==> src/hw/rtl/mvt4_pkg.sv <==
// ----------------------------------------------------------------------------
// mvt4_pkg: shared types and constants for the 4x4 matrix-vector transform
// Holds the port widths, register map constants and the CSR write word.
// ----------------------------------------------------------------------------
package mvt4_pkg;

   // Default element format, signed Q16.16
   localparam int DATA_WIDTH_DEF = 32;
   localparam int FRAC_BITS_DEF  = 16;

   // Vector length, one lane per row
   localparam int NUM_LANES = 4;

   // Port widths
   localparam int FIELD_W    = 32;
   localparam int SLOT_W     = 32;
   localparam int NUM_REGS   = 8;
   localparam int CSR_IDX_W  = 4;
   localparam int CSR_DATA_W = 64;

   // One CSR write word
   typedef struct packed {
      logic                  en;
      logic [CSR_IDX_W-1:0]  index;
      logic [CSR_DATA_W-1:0] data;
   } csr_wr_type;

endpackage

==> src/hw/rtl/mvt4_sat.sv <==
// ----------------------------------------------------------------------------
// mvt4_sat: output saturation stage
// Clamps each row sum to the signed element range and registers the word
// with its strobe, sign-extended to the port width.
// ----------------------------------------------------------------------------
module mvt4_sat
   import mvt4_pkg::*;
#(
   parameter int DATA_WIDTH = DATA_WIDTH_DEF,
   parameter int SUM_W      = 2 * DATA_WIDTH - FRAC_BITS_DEF + 2
) (
   input  logic                              clock,
   input  logic                              reset,
   input  logic                              valid_in,
   input  logic [NUM_LANES-1:0][SUM_W-1:0]   sum_in,
   output logic                              valid_out,
   output logic [NUM_LANES-1:0][FIELD_W-1:0] res_out
);

   localparam int TOP_W = SUM_W - DATA_WIDTH + 1;

   logic                              valid_ff;
   logic [NUM_LANES-1:0][FIELD_W-1:0] res_ff;
   logic [NUM_LANES-1:0][FIELD_W-1:0] res_in;

   // Clamp when the bits above the element do not all match its sign
   always_comb begin
      for (int i = 0; i < NUM_LANES; i++) begin
         logic [TOP_W-1:0]      top;
         logic [DATA_WIDTH-1:0] val;
         top = sum_in[i][SUM_W-1:DATA_WIDTH-1];
         if ((&top) || !(|top)) begin
            val = sum_in[i][DATA_WIDTH-1:0];
         end else if (sum_in[i][SUM_W-1]) begin
            val = {1'b1, {(DATA_WIDTH-1){1'b0}}};
         end else begin
            val = {1'b0, {(DATA_WIDTH-1){1'b1}}};
         end
         res_in[i] = FIELD_W'($signed(val));
      end
   end

   // Hold the strobe
   always_ff @(posedge clock) begin
      if (reset) begin
         valid_ff <= 1'b0;
      end else begin
         valid_ff <= valid_in;
      end
   end

   // Hold the result word
   always_ff @(posedge clock) begin
      res_ff <= res_in;
   end

   assign valid_out = valid_ff;
   assign res_out   = res_ff;

endmodule

==> config.mk <==
export PLATFORM = sky130hd
export DESIGN_NAME = mvt4_sat
export DESIGN_NICKNAME = d
export VERILOG_FILES = /design/src/hw/rtl/mvt4_pkg.sv /design/src/hw/rtl/mvt4_sat.sv
export SDC_FILE = /design/constraint.sdc
export NUM_CORES = 1
export LEC_CHECK = 0
export BUFFER_PORTS_ARGS = -buffer_cell sky130_fd_sc_hd__buf_2
export CORE_AREA = 2 2 129 131
export CTS_CLUSTER_DIAMETER = 200
export CTS_CLUSTER_SIZE = 10
export DETAILED_ROUTE_END_ITERATION = 8
export DIE_AREA = 0 0 131 133
export GPL_TIMING_DRIVEN = 0
export HOLD_SLACK_MARGIN = 0.12
export PLACE_DENSITY = 0.65
export SYNTH_ARGS = -nofsm -noshare
export SYNTH_HDL_FRONTEND = slang
export SYNTH_SLANG_ARGS = --single-unit
==> constraint.sdc <==
create_clock -name clock -period 1.55 [get_ports clock]
set_input_delay 0.155 -clock clock [delete_from_list [all_inputs] [get_ports clock]]
set_output_delay 0.155 -clock clock [all_outputs]
set_load 0.02 [all_outputs]
==> results.yml, run 1 <==
outcome:
  outcome: "completed"
global_routing:
  track_usage: 0.159
  grt_pass1_wl_um: 21500
  grt_max_degree: 17
  gr-total-overflow: 0
  grt_pass1_vias: 4504
  antenna_found_initial: 0
finish:
  final_cell_mix: "buf_2, dlygate4sd3_1, dfxtp_1, a21o_2, a21o_1"
  layout.nets: 1022
  final_common_cell: "buf_2"
  drive_gt1_frac: 0.588
  final_core_util: 0.501
  area_growth_pct: 87.5
  antenna_cells: 0
detailed_routing:
  drc: 0
  vias_per_cell: 4.26
  initialDrtViolationCount: 126
  routedWlPerCell_um: 13.9
  postRouteAntennaNets: 0
  num_vias: 4480
  dr.pass1.iters: 4
  finalWirelength_um: 14600
power_and_ir_drop:
  leakage_uw: 0.00420
  irDropWorstVdd_v: 0.000637
  power_density_nw_per_um2: 1070
placement:
  post-dp-hpwl_um: 10100
  gp_congestion: 0.785
  port_buffers: 331
worst_hold_path:
  hold_class: "primary input to register"
sta:
  post-route-period-util: 0.915
  drv_slew: 0
  clock.fmax_ghz: 0.705
  hold_violations: 0
  tns_ps: 0
  rsz0062_at_grt: "no"
  worst_pin_slew_ps: 592
  timing.slew.headroom: 0.603
  setup_viol: 0
  fin_crit_ps: 1420
critical_path:
  cp_max_fo: 10
  crit_type: "primary input to register"
  cp_slowest_cell: "nor4_1"
  crit_required_ps: 1840
  critPathMaxStageDelay_ps: 490
  critPathTopFamily: "simple AND/OR/NAND/NOR gates"
  cp_common_cell: "buf_2"
  endpoint_kind: "register"
  crit_chain: "buf_2 -> nor4_1 -> nand4_1 -> nor4_2 -> a311oi_1 -> buf_2 -> a21o_1"
  crit_buf_inv: 2
  cp.arrival_ps: 1710
  start_kind: "primary input"
clock_network:
  cts_buffers: 17
  cts_resized: 0
  h-tree-depth: 4
  clock_sinks: 129
  cts_tree: "yes"
  clk_pin_slew_worst_paths_ps: 50
  clockBufferDepth: 2
  clockRootBuffer: "clkbuf_16"
synth:
  ys_warn_count: 0
  synth_area_um2: 4320
  syn_inst: 342
  syn-num-nets: 545
  synth_seq_cells: 129
  yosysSeqAreaShare: 0.598
  ys_types: 16
  synth_area_per_cell_um2: 12.6
floorplanning:
  die_area_um2: 17400
  dieHeight_um: 133
  core-area_um2: 16200
  die_x_um: 131
  start_util: 0.267
  pin_count: 332
  num_rows: 47
flow_run:
  cap_violations: 0
[cells in the mapped netlist]
master         number  share of area
buf_2               6         0.0069
nand4_1            20          0.029
nor4_2              4          0.012
a21o_1             31          0.054
nor4_1             16          0.023
a31o_2              4         0.0081
and3_1              4         0.0058
clkbuf_1            1        0.00087
buf_6              18          0.047
a311oi_2            3          0.010
a311oi_1            1         0.0020
nor2_1              8         0.0069
a21o_2             93           0.19
dlygate4sd3_1       3         0.0069
dfxtp_1           129           0.60
nor2b_1             1         0.0014
[final timing paths]
check | cells past startpoint | slack [ps] | from | end
setup / recovery | 7 | 130 | sum_in[43] | res_out[4]$_DFF_P_
hold / removal | 3 | 160 | sum_in[49] | res_out[30]$_DFF_P_
[kinds of logic after synthesis]
logic type | synth area share
buffers and inverters | 0.0617
AND/OR/NAND/NOR | 0.0779
AO/OA/AOI/OAI | 0.263
flip-flops | 0.598
[layer usage]
metal / GRT usage / vias up / wire length, um / share of wire
li1: - / 2200 / - / -
met1: 0.166 / 2056 / 5670 / 0.39
met2: 0.288 / 202 / 7520 / 0.52
met3: 0.0582 / 22 / 1130 / 0.077
met4: 0.0585 / 0 / 274 / 0.019
met5: 0 / - / 0 / 0
[sequential cells by signal, indices dropped and copies added (netlist names)]
| register | count |
|---|---|
| valid_out | 1 |
| res_out | 128 |
[power breakdown]
group	total (uW)	switching [uW]	internal, uW
Combinational	1240	575	667
Sequential	3540	39.4	3500
Clock	3890	1480	2410
[timing repair]
action                                 in CTS  in global routing
endpoints found under the hold margin     126                  0
hold buffers                              127                  0
buffers inserted                            0                  0
[worst min-delay path: stages]
cell and delay [ps]:
buf_2 110, a311oi_1 90, a21o_1 160
[metrics by stage]
stage               instance area (um^2)  hold WS (ps)  setup WS (ps)  std cells  power [uW]
floorplan                           4320           227            237        342        4070
global placement                    6250           310           -241        893        4570
detailed placement                  6250           315           -280        893        4580
CTS                                 8100           129            159       1051        8750
global route                        8100           154           33.2       1051        9020
finish                              8100           157            132       1051        8670
[layout make-up]
class / count / area, um^2
Timing Repair Buffer: 458 / 2930
Clock buffer: 19 / 443
Buffer: 28 / 267
Clock inverter: 12 / 135
Tap cell: 220 / 275
Multi-Input combinational cell: 185 / 1470
Sequential cell: 129 / 2580
Fill cell: 1440 / 8070
(Power assumes the default switching activity.)
==> run 2: changes to the inputs <==
--- a/config.mk
+++ b/config.mk
@@ -6,14 +6,15 @@
 export NUM_CORES = 1
 export LEC_CHECK = 0
 export BUFFER_PORTS_ARGS = -buffer_cell sky130_fd_sc_hd__buf_2
-export CORE_AREA = 2 2 129 131
+export CORE_AREA = 2 2 128 130
+export CTS_BUF_LIST = sky130_fd_sc_hd__clkbuf_8
 export CTS_CLUSTER_DIAMETER = 200
 export CTS_CLUSTER_SIZE = 10
 export DETAILED_ROUTE_END_ITERATION = 8
-export DIE_AREA = 0 0 131 133
+export DIE_AREA = 0 0 130 132
 export GPL_TIMING_DRIVEN = 0
 export HOLD_SLACK_MARGIN = 0.12
-export PLACE_DENSITY = 0.65
+export PLACE_DENSITY = 0.66
 export SYNTH_ARGS = -nofsm -noshare
 export SYNTH_HDL_FRONTEND = slang
 export SYNTH_SLANG_ARGS = --single-unit
==> run 2 against run 1 <==
  * First-iteration DRC count fell by 17%
  * Non-clock buffer count rose by 8
  * Clock power fell by 27%
  * Critical path depth rose by 1
  * Cell count rose by 0.48%
  * Sequential power barely moved
  * Sequential share of layout area fell by 0.28 points
  * Critical path type unchanged
  * Critical endpoint is now res_out[108]$_DFF_P_
  * Largest power group is now registers
==> results.yml, run 2 (synthesis results as in run 1) <==
outcome:
  outcome: "completed"
detailed_routing:
  drc: 0
  num_vias: 4635
  dr.pass1.iters: 4
  initialDrtViolationCount: 105
  finalWirelength_um: 15800
  routedWlPerCell_um: 15.0
  postRouteAntennaNets: 0
  vias_per_cell: 4.39
placement:
  gp_congestion: 0.766
  dp.cells: 889
  port_buffers: 331
  post-dp-hpwl_um: 10400
  pre_cts_slack_ps: -82.5
global_routing:
  grt_pass1_vias: 4891
  grtUsageMet1: 0.167
  use_met2: 0.319
  grt_pass1_wl_um: 23100
  gr-total-overflow: 0
  grt_max_degree: 17
  grt_use_met3: 0.0593
  grt.busiest_layer: "met2"
  antenna_found_initial: 0
  track_usage: 0.172
sta:
  rsz0062_at_grt: "no"
  setup_viol: 0
  fin_crit_ps: 1460
  worst_pin_slew_ps: 351
  clock.fmax_ghz: 0.685
  setup_slack_ps: 90.8
  drv_slew: 0
  timing.slew.headroom: 0.764
  holdWs_ps: 161
  tns_ps: 0
  post-route-period-util: 0.941
  hold_violations: 0
finish:
  largest_register_ff_count: 128
  area_growth_pct: 89.1
  final_common_cell: "buf_2"
  final_cell_mix: "buf_2, dlygate4sd3_1, dfxtp_1, a21o_2, a21o_1"
  antenna_cells: 0
  fill_cells: 1374
  fin_cells: 1056
  drive_gt1_frac: 0.608
  layout.nets: 1030
clock_network:
  clockRootBuffer: "clkbuf_8"
  cts_buffers: 17
  h-tree-depth: 4
  clock_sinks: 129
  clk_pin_slew_worst_paths_ps: 80
  cts_tree: "yes"
  clockBufferDepth: 2
critical_path:
  crit_type: "primary input to register"
  cp.arrival_ps: 1780
  cp_max_fo: 10
  endpoint_kind: "register"
  crit_required_ps: 1870
  startpoint: "sum_in[185]"
  start_kind: "primary input"
flow_run:
  cap_violations: 0
power_and_ir_drop:
  leakage_uw: 0.00420
  power_density_nw_per_um2: 940
  irDropWorstVdd_v: 0.000515
floorplanning:
  num_rows: 46
  start_util: 0.275
  die_x_um: 130
  dieHeight_um: 132
  pin_count: 332
  core-area_um2: 15700
  die_area_um2: 17200
worst_hold_path:
  min_from: "sum_in[149]"
  hold_class: "primary input to register"
## run 2: cell types whose count changed in the layout (fill, tap and decap cells not counted), moves of 3 or more
cell        previous run  this run
clkbuf_8               1        17
nor4_2                 4         7
nor4_4                 0         9
buf_4                  0         7
clkbuf_16             17         0
clkinvlp_4             4         1
nor4_1                16         4
## run 2: per-layer routing
| layer | share of wire | routed length [um] |
|---|---|---|
| met1 | 0.38 | 5990 |
| met3 | 0.073 | 1160 |
| met4 | 0.034 | 536 |
| met5 | 0 | 0 |
| met2 | 0.51 | 8150 |
## run 2: metrics by stage
step	cell area, um^2	power [uW]	utilization
after floorplan	4320	4070	-
after global placement	6250	4580	0.398
after detailed placement	6250	4590	0.398
after CTS	7950	7730	0.506
after global routing	8170	8050	0.520
final	8170	7690	0.520
## run 2: timing repair
| action | in CTS | in global routing |
|---|---|---|
| endpoints found under the setup margin | 0 | 4 |
| buffers inserted | 0 | 7 |
| resized for setup | 0 | 26 |
| endpoints found under the hold margin | 126 | 1 |
| hold buffers | 131 | 1 |
## run 2: report_power, final
| part | total, uW | internal (uW) | switching, uW |
|---|---|---|---|
| Sequential | 3530 | 3490 | 40.7 |
| Combinational | 1310 | 691 | 620 |
| Clock | 2840 | 1450 | 1400 |
## run 2: path summary, 6_finish.rpt
kind                  depth (start not counted)                   end
worst max-delay path                          8  res_out[108]$_DFF_P_
worst min-delay path                          3   res_out[64]$_DFF_P_
## run 2: final cells by class
cell class / instances / area (um^2) / share of cell area
repair buffers: 466 / 2990 / 0.366
multi-input cells: 185 / 1670 / 0.205
flip-flops and latches: 129 / 2580 / 0.316
well taps: 216 / 270 / 0.0331
clock inverters: 15 / 158 / 0.0193
clock buffers: 17 / 234 / 0.0286
plain buffers: 28 / 267 / 0.0326
## run 2: worst max-delay path: stages
cell	delay, ps
buf_2	120
nor4_4	260
nand4_1	220
nor4_4	440
a311oi_4	70
buf_4	180
buf_6	130
a21o_2	200
